File: src/hdl/ssrc_pkg.sv
// shared types and constants for the sorted set range count block
// no dependencies; used by every module in hdl
`timescale 1ns / 1ps

package ssrc_pkg;

  localparam int DEPTH   = 256;
  localparam int IDX_W   = $clog2(DEPTH + 1);
  localparam int COUNT_W = 9;
  localparam int POS_W   = 32;

  localparam logic [1:0] OP_CLEAR  = 2'd0;
  localparam logic [1:0] OP_INSERT = 2'd1;
  localparam logic [1:0] OP_QUERY  = 2'd2;

  typedef struct packed {
    logic [1:0]              operation;
    logic signed [POS_W-1:0] position;
    logic signed [POS_W-1:0] query_low;
    logic signed [POS_W-1:0] query_high;
  } in_word_t;

  typedef struct packed {
    logic [COUNT_W-1:0] count;
    logic               status;
  } out_word_t;

  // handed from each cell to the one above it
  typedef struct packed {
    logic signed [POS_W-1:0] value;
    logic                    gt;
  } cell_link_t;

  typedef struct packed {
    logic le;
    logic lt;
  } cell_flags_t;

endpackage

File: src/hdl/ssrc_encode.sv
// thermometer code to count: number of leading ones in a monotone flag row
// depends on ssrc_pkg
`timescale 1ns / 1ps

module ssrc_encode (
  input  logic [ssrc_pkg::DEPTH-1:0] therm_i,
  output logic [ssrc_pkg::IDX_W-1:0] num_o
);

  localparam int IdxW = ssrc_pkg::IDX_W;

  logic [ssrc_pkg::DEPTH-1:0] above;
  logic [ssrc_pkg::DEPTH-1:0] edge_bits;

  assign above     = {1'b0, therm_i[ssrc_pkg::DEPTH-1:1]};
  assign edge_bits = therm_i & ~above;

  // the edge is one-hot, so an or of indexes is the encoder
  always_comb begin
    num_o = '0;
    for (int i = 0; i < ssrc_pkg::DEPTH; i++) begin
      if (edge_bits[i]) begin
        num_o = num_o | IdxW'(i + 1);
      end
    end
  end

endmodule

File: config.mk
export PLATFORM = sky130hd
export DESIGN_NAME = ssrc_encode
export DESIGN_NICKNAME = d
export VERILOG_FILES = /design/src/hdl/ssrc_pkg.sv /design/src/hdl/ssrc_encode.sv
export SDC_FILE = /design/constraint.sdc
export NUM_CORES = 1
export LEC_CHECK = 0
export ABC_AREA = 1
export BUFFER_PORTS_ARGS = -buffer_cell sky130_fd_sc_hd__clkbuf_2
export CORE_AREA = 2 2 103 105
export DETAILED_ROUTE_END_ITERATION = 12
export DIE_AREA = 0 0 105 107
export GPL_TIMING_DRIVEN = 0
export PLACE_DENSITY = 0.74
export SLEW_MARGIN = 20
export SYNTH_ARGS = -nofsm -noshare
export SYNTH_HDL_FRONTEND = slang
export SYNTH_SLANG_ARGS = --single-unit
File: constraint.sdc
create_clock -name vclk -period 1.2
set_input_delay 0.18 -clock vclk [all_inputs]
set_output_delay 0.18 -clock vclk [all_outputs]
set_load 0.03 [all_outputs]
==> flow_summary.yaml <==
worst_setup_path:
  criticalPathCategory: "input pin to primary output"
  path_delay_family: "simple AND/OR/NAND/NOR gates"
  cp_common_cell: "nand2_2"
  end_kind: "primary output"
  max_stage_delay_ns: 0.15
  crit_chain: "clkbuf_2 -> inv_1 -> nand2_2 -> nand2_2 -> nor2_2 -> nand2_1 -> nor2_1 -> nand2_1 -> nor2_1 -> nand2_2 -> buf_8"
  path_buf_inv: 3
  worst-path-stages: 11
  slowest_stage: "buf_8"
  path_max_fanout: 2
  required_ns: 1.02
  arrival_ns: 1.22
  start_kind: "input pin"
floorplan:
  ios: 265
  die_y_um: 107
  die_w_um: 105
  dieArea_um2: 11200
  fp.coreArea_um2: 10100
  num_rows: 37
  initial_utilization_pct: 37.1
synth:
  yosys.cell_count.top_type: "nand2_1"
  synthCells: 966
  synth_area_um2: 3740
  synth_top_area_share_pct: 49.5
  ys_warn_count: 0
  synthesis.nets: 1222
  yosys-top-cells-count: "nand2_1, inv_1, nor2_1, o21ai_0, nand2_2"
  synth.area.top_cells: "nand2_1, inv_1, nor2_1"
  seq_area_frac_synth_pct: 0
  yosysTopAreaCell: "nand2_1"
  yosys.cell_types.count: 10
  syn_avg_cell_area_um2: 3.88
cells_and_area:
  seq_cells: 0
  final_util_pct: 66.3
  diodes: 0
  multi_input_area_um2: 3880
  n_fill_cell: 968
  final_nets: 1492
  n_clock_buffer: 0
  fin_cells: 1370
  syn2layout_area_growth_pct: 78.6
  regArea_um2: 0
  drive_gt1_share_pct: 52.0
timing:
  timing.final.ws_setup_ns: -0.200
  hold_viol_final: 0
  fin_tns_setup_ns: -1.46
  fin_crit_sh_pct: 117
  period_needed_ns: 1.40
  tightest_slew_ns: 0.188
  finalMaxSlewViolations: 0
  relSlewSlack_pct: 87.4
  rsz0062_at_grt: "true"
  setup_viol: 8
  fmax_ghz: 0.714
min_path:
  min_from: "therm_i[255]"
  whs_endpoint: "num_o[8]"
  hp-class: "input pin to primary output"
  hold_path_depth: 3
drt:
  drt-initial-drc-count: 318
  wl_per_cell_um: 12.0
  antenna_left: 0
  via_per_inst: 4.49
  drt_first_pass_iters: 5
  wirelength_um: 16500
  vias: 6147
  drc_errors: 0
placed_design:
  dp_cells: 1367
  place.gp.congestion: 0.953
  port-buffer-count: 265
  hpwl_um: 13700
global_route:
  antenna_found_initial: 0
  grt_pass1_vias: 5420
  globalRoute.totalOverflow: 0
  grt_max_degree: 4
  grt_pass1_wl_um: 23100
  grt.total_usage_pct: 24.5
job:
  max-cap-violations: 0
outcome:
  status: "complete, but fails checks"
  violations: "negative setup slack"
pwr:
  p_leak_nw: 4.25
  power_mw: 2.20
  powerDensity_nw_per_um2: 329
  vdd_drop_max_v: 0.000170
cell type report:
type                            instances  area share, %
Multi-Input combinational cell        732           58.1
Timing Repair Buffer                  268           26.1
Inverter                              233           13.2
Tap cell                              136           2.54
Buffer                                  1          0.112
metrics by stage:
| step | setup slack, ns | instance area, µm² | hold WS, ns |
|---|---|---|---|
| floorplan | 0.0385 | 3740 | 0.492 |
| global placement | -0.328 | 5240 | 0.722 |
| detailed placement | -0.332 | 5240 | 0.725 |
| CTS | -0.265 | 5410 | 0.725 |
| global route | -0.287 | 6690 | 0.709 |
| finish | -0.200 | 6690 | 0.705 |
worst max-delay path by stage:
stage / start / to / slack [ns]
floorplan: therm_i[255] / num_o[0] / 0.04
global placement: therm_i[159] / num_o[0] / -0.33
detailed placement: therm_i[87] / num_o[6] / -0.33
CTS: therm_i[87] / num_o[6] / -0.26
global route: therm_i[182] / num_o[7] / -0.29
finish: therm_i[250] / num_o[1] / -0.20
layer usage:
layer / up-vias / track usage, % / share of wire [%]
met1: 2652 / 30.0 / 40
li1: 3250 / - / -
met2: 225 / 48.1 / 53
met4: 0 / 1.81 / 1.3
met3: 20 / 2.25 / 5.4
met5: - / 0 / 0
kinds of logic (layout without fill, tap and decap cells):
group,count (synthesis),after routing,share of synthesized area [%]
AO/OA/AOI/OAI,32,32,4.28
buffers and inverters,234,502,23.6
AND/OR/NAND/NOR,700,700,72.2
power by group:
part           switching (mW)  total (mW)  internal (mW)
Combinational            1.26        2.20          0.946
Sequential                  0           0              0
Clock                       0           0              0
Total                    1.26        2.20          0.946
placed cells by master (no fill, tap or decap), drive strengths merged:
cell type / count
nand2: 508
inv: 232
clkbuf: 199
nor2: 192
buf: 70
o21ai: 32
clkinv: 1
repair_timing:
action                                  4_1_cts  5_1_grt
setup buffers                                 3        0
hold buffers                                  0        0
pin swaps                                    30      258
endpoints found under the setup margin        8        8
gates resized for setup                      52      486
No activity file was read; power rests on OpenSTA's default activity.
