[src/hdl/ssrc_pkg.sv]
// shared types and constants for the sorted set range count block
// no dependencies; used by every module in hdl
`timescale 1ns / 1ps

package ssrc_pkg;

  localparam int DEPTH   = 256;
  localparam int IDX_W   = $clog2(DEPTH + 1);
  localparam int COUNT_W = 9;
  localparam int POS_W   = 32;

  localparam logic [1:0] OP_CLEAR  = 2'd0;
  localparam logic [1:0] OP_INSERT = 2'd1;
  localparam logic [1:0] OP_QUERY  = 2'd2;

  typedef struct packed {
    logic [1:0]              operation;
    logic signed [POS_W-1:0] position;
    logic signed [POS_W-1:0] query_low;
    logic signed [POS_W-1:0] query_high;
  } in_word_t;

  typedef struct packed {
    logic [COUNT_W-1:0] count;
    logic               status;
  } out_word_t;

  // handed from each cell to the one above it
  typedef struct packed {
    logic signed [POS_W-1:0] value;
    logic                    gt;
  } cell_link_t;

  typedef struct packed {
    logic le;
    logic lt;
  } cell_flags_t;

endpackage

[src/hdl/ssrc_cell.sv]
// one storage cell of the sorted chain: holds a position, shifts on insert
// depends on ssrc_pkg
`timescale 1ns / 1ps

module ssrc_cell (
  input  logic                      clk_i,
  input  logic [ssrc_pkg::IDX_W-1:0] idx_i,
  input  logic [ssrc_pkg::IDX_W-1:0] fill_i,
  input  logic                      shift_en_i,
  input  ssrc_pkg::in_word_t        word_i,
  input  ssrc_pkg::cell_link_t      prev_i,
  output ssrc_pkg::cell_link_t      link_o,
  output ssrc_pkg::cell_flags_t     flags_o
);

  logic signed [ssrc_pkg::POS_W-1:0] value_q, value_d;
  logic occ;
  logic gt;

  // empty cells act as plus infinity so the new key lands at the fill edge
  assign occ = idx_i < fill_i;
  assign gt  = !occ || (value_q > word_i.position);

  always_comb begin
    value_d = value_q;
    if (gt) begin
      value_d = prev_i.gt ? prev_i.value : word_i.position;
    end
  end

  always_ff @(posedge clk_i) begin
    if (shift_en_i) begin
      value_q <= value_d;
    end
  end

  assign link_o.value = value_q;
  assign link_o.gt    = gt;
  assign flags_o.le   = occ && (value_q <= word_i.query_high);
  assign flags_o.lt   = occ && (value_q < word_i.query_low);

endmodule

[config.mk]
export PLATFORM = sky130hd
export DESIGN_NAME = ssrc_cell
export DESIGN_NICKNAME = d
export VERILOG_FILES = /design/src/hdl/ssrc_pkg.sv /design/src/hdl/ssrc_cell.sv
export SDC_FILE = /design/constraint.sdc
export NUM_CORES = 1
export LEC_CHECK = 0
export ABC_AREA = 1
export ABC_CLOCK_PERIOD_IN_PS = 3300
export BUFFER_PORTS_ARGS = -buffer_cell sky130_fd_sc_hd__buf_2
export CAP_MARGIN = 40
export CORE_MARGIN = 5
export CORE_UTILIZATION = 35
export CTS_BUF_LIST = sky130_fd_sc_hd__clkbuf_8
export CTS_CLUSTER_SIZE = 25
export DETAILED_ROUTE_END_ITERATION = 12
export PLACE_DENSITY = 0.67
export SLEW_MARGIN = 20
export SYNTH_ARGS = -nofsm -noshare
export SYNTH_HDL_FRONTEND = slang
export SYNTH_SLANG_ARGS = --single-unit
[constraint.sdc]
create_clock -name clk_i -period 3.3 [get_ports clk_i]
set_clock_uncertainty 0.2 [all_clocks]
set_input_delay 0 -clock clk_i [delete_from_list [all_inputs] [get_ports clk_i]]
set_output_delay 0 -clock clk_i [all_outputs]
set_load 0.005 [all_outputs]
==> impl_metrics.ini <==
[global_routing]
grt_overflow_total = 0
grt_max_degree = 33
grt_use_total_pct = 16.6
grt_pass1_vias = 4474
antenna_found_initial = 0
grt_pass1_wl_mm = 19.4

[worst_setup_path]
r2r_cells = 11
cp_max_fo = 16
crit_cells = 11
slowest_stage = edfxtp_1
reg2reg_from = value_q[15]$_DFFE_PP_
crit_path_start = value_q[15]$_DFFE_PP_
critical_path_class = reg -> reg
cpMostUsedCell = nand2_1
cpPeakStageDelay_ns = 0.46
critPathTopFamily = compound AO/OA/AOI/OAI gates
path_cells = ha_1 -> a21oi_1 -> o21ai_0 -> a21oi_1 -> nand2_1 -> nand2_1 -> nand2_1 -> nand2_1 -> nand3_1 -> a21oi_4 -> buf_4
r2r_end = value_q[18]$_DFFE_PP_
crit_end = value_q[18]$_DFFE_PP_
crit_buf_inv = 1
startpoint_type = register
cp-end-kind = register
arrival_ns = 2.37
crit_required_ns = 3.07
reg2reg_slack_ns = 0.70

[timing]
hold_viol = 0
grt_setup_unrepaired = no
fin_crit_sh_pct = 78.7
setup_tns_ns = 0
maxSlewHeadroom_pct = 62.9
setup_viol_count_final = 0
fmax_ghz = 0.385
tightest_slew_ns = 0.554
drv_slew = 0
min_period_ns = 2.60

[final_layout]
nNetsFinal = 1052
multi_input_area_mm2 = 0.00260
largest_register = value_q
final_cell_mix = buf_2, inv_1, nand2_1
top_regs = value_q (32)
largest_register_ffs = 32
layout_commonest_cell = buf_2
final-seq-area_um2 = 961
syn2layout_area_growth_pct = 45.4
diodes = 0
fillCellCount = 1130
drive_above_1_share_pct = 25.3

[pwr]
swShare_pct = 34.6
p_leak_nw = 3.41
clockPowerShare_pct = 22.9
max-vdd-ir-drop_uv = 143
power_mw = 1.66
p_int_mw = 1.09
powerDensity_mw_per_mm2 = 282
netSwitchingPower_mw = 0.575
p_comb_share_pct = 43.4
seq_power_share_pct = 33.8

[clocking]
path_clk_slew_ns = 0.08
postCtsSetupBuffers = 0
worst_skew_pair.late_latency_ns = 0.29
cts-root-buf = clkbuf_8
clockBufferDepth = 2
cts_made_buffers = 5
clock-sinks = 32
post_cts_resized = 0
htree_levels = 2
cts_tree = done

[synthesis]
yosysWarningCount = 0
synth-seq-cells = 32
syn_inst = 549
synth_edf_count = 32
ys.flop_type = edfxtp_1
postSynthAreaPerCell_um2 = 7.40
synth_cell_type_count = 31
synth_area_mm2 = 0.00406
async_flop_share_pct = 0
ys_seq_area_share_pct = 23.7
synth_nets = 803

[route]
route.detailed.drc = 0
drtIter0Drc = 132
postRouteAntennaNets = 0
num_vias = 4285
wirelength_mm = 11.7
detailedRoute.firstPassIterationCount = 4
drt-wirelength-per-cell_um = 12.4
vias_per_cell = 4.55

[die]
fp-row-count = 39
dieArea_mm2 = 0.0139
num_io_pins = 186
design.core.area_mm2 = 0.0114
floorplan.initialDensity_pct = 35.6
die_h_um = 118
dieWidth_um = 118

[placement]
gp_congestion = 0.824
portBuffers = 183
place_hpwl_mm = 9.48

[run_status]
status = completed

[run]
drv_cap = 0

[min_path]
hold_class = in -> reg
==> worst min-delay path by stage <==
stage,start,end,slack (ns),cells after the start
after floorplan,prev_i[31],value_q[30]$_DFFE_PP_,-0.01,2
after global placement,prev_i[26],value_q[25]$_DFFE_PP_,0.08,3
after detailed placement,prev_i[26],value_q[25]$_DFFE_PP_,0.08,3
after CTS,shift_en_i,value_q[16]$_DFFE_PP_,0.12,4
after global routing,shift_en_i,value_q[30]$_DFFE_PP_,0.14,4
final,shift_en_i,value_q[30]$_DFFE_PP_,0.13,4
==> power by group through the flow <==
stage          clock, mW  combinational (mW)  sequential (mW)
2_1_floorplan          0               0.401            0.562
3_3_place_gp           0               0.642            0.569
3_5_place_dp           0               0.654            0.572
4_1_cts            0.397               0.729            0.563
5_1_grt            0.414               0.839            0.571
6_report           0.381               0.721            0.562
==> what timing repair did <==
action	4_1_cts	5_1_grt
setup endpoints to repair	0	0
hold buffers	64	0
endpoints found under the hold margin	32	0
==> cell usage after synthesis (all sizes together), types with 2 or more instances <==
| library cell | number | area [um2] |
|---|---|---|
| nor3 | 5 | 25.0 |
| o21ai | 40 | 200 |
| o21bai | 2 | 15.0 |
| edfxtp | 32 | 961 |
| a21oi | 53 | 269 |
| nand2 | 124 | 470 |
| clkbuf | 7 | 26.3 |
| o21a | 5 | 37.5 |
| nor2 | 22 | 85.1 |
| nand3b | 2 | 15.0 |
| nand3 | 7 | 35.0 |
| ha | 103 | 1290 |
| nand4 | 9 | 62.6 |
| inv | 127 | 477 |
==> stage by stage <==
stage	std cells	setup WS, ns	util [%]	area, um2	hold WS (ns)
final	942	0.702	51.7	5900	0.128
after global routing	942	0.468	51.7	5900	0.136
after CTS	942	0.689	51.7	5900	0.124
after detailed placement	870	0.704	45.2	5160	0.0808
after global placement	870	0.712	45.2	5160	0.0768
after floorplan	549	0.306	-	4070	-0.0129
==> layout make-up <==
cell class | instances | area share, %
Sequential cell | 32 | 16.3
Multi-Input combinational cell | 381 | 44.0
Inverter | 128 | 8.14
Timing Repair Buffer | 250 | 26.7
Tap cell | 143 | 3.03
Clock buffer | 5 | 1.17
Clock inverter | 3 | 0.657
==> tightest hold or removal path: cells and delay by family <==
kind	cells	cell delay (ns)
buffers and inverters	3	0.39
AOI/OAI and AO/OA	1	0.04
==> layer usage <==
layer	up-vias	part of all wire [%]	track usage [%]	wire length, um
li1	2299	-	-	-
met3	15	5.5	3.22	646
met4	0	1.9	4.59	217
met2	115	48	29.3	5580
met5	-	0	0	0
met1	1856	45	20.6	5230
==> cells by family after synthesis <==
kind of cell | after synthesis | share of synthesized area [%]
AOI/OAI and AO/OA | 105 | 13.8
adders and majority gates | 103 | 31.7
buffers and inverters | 136 | 12.7
DFF | 32 | 23.7
muxes | 1 | 0.277
and+or+nand+nor | 172 | 17.9
No activity file was read; power rests on OpenSTA's default activity.
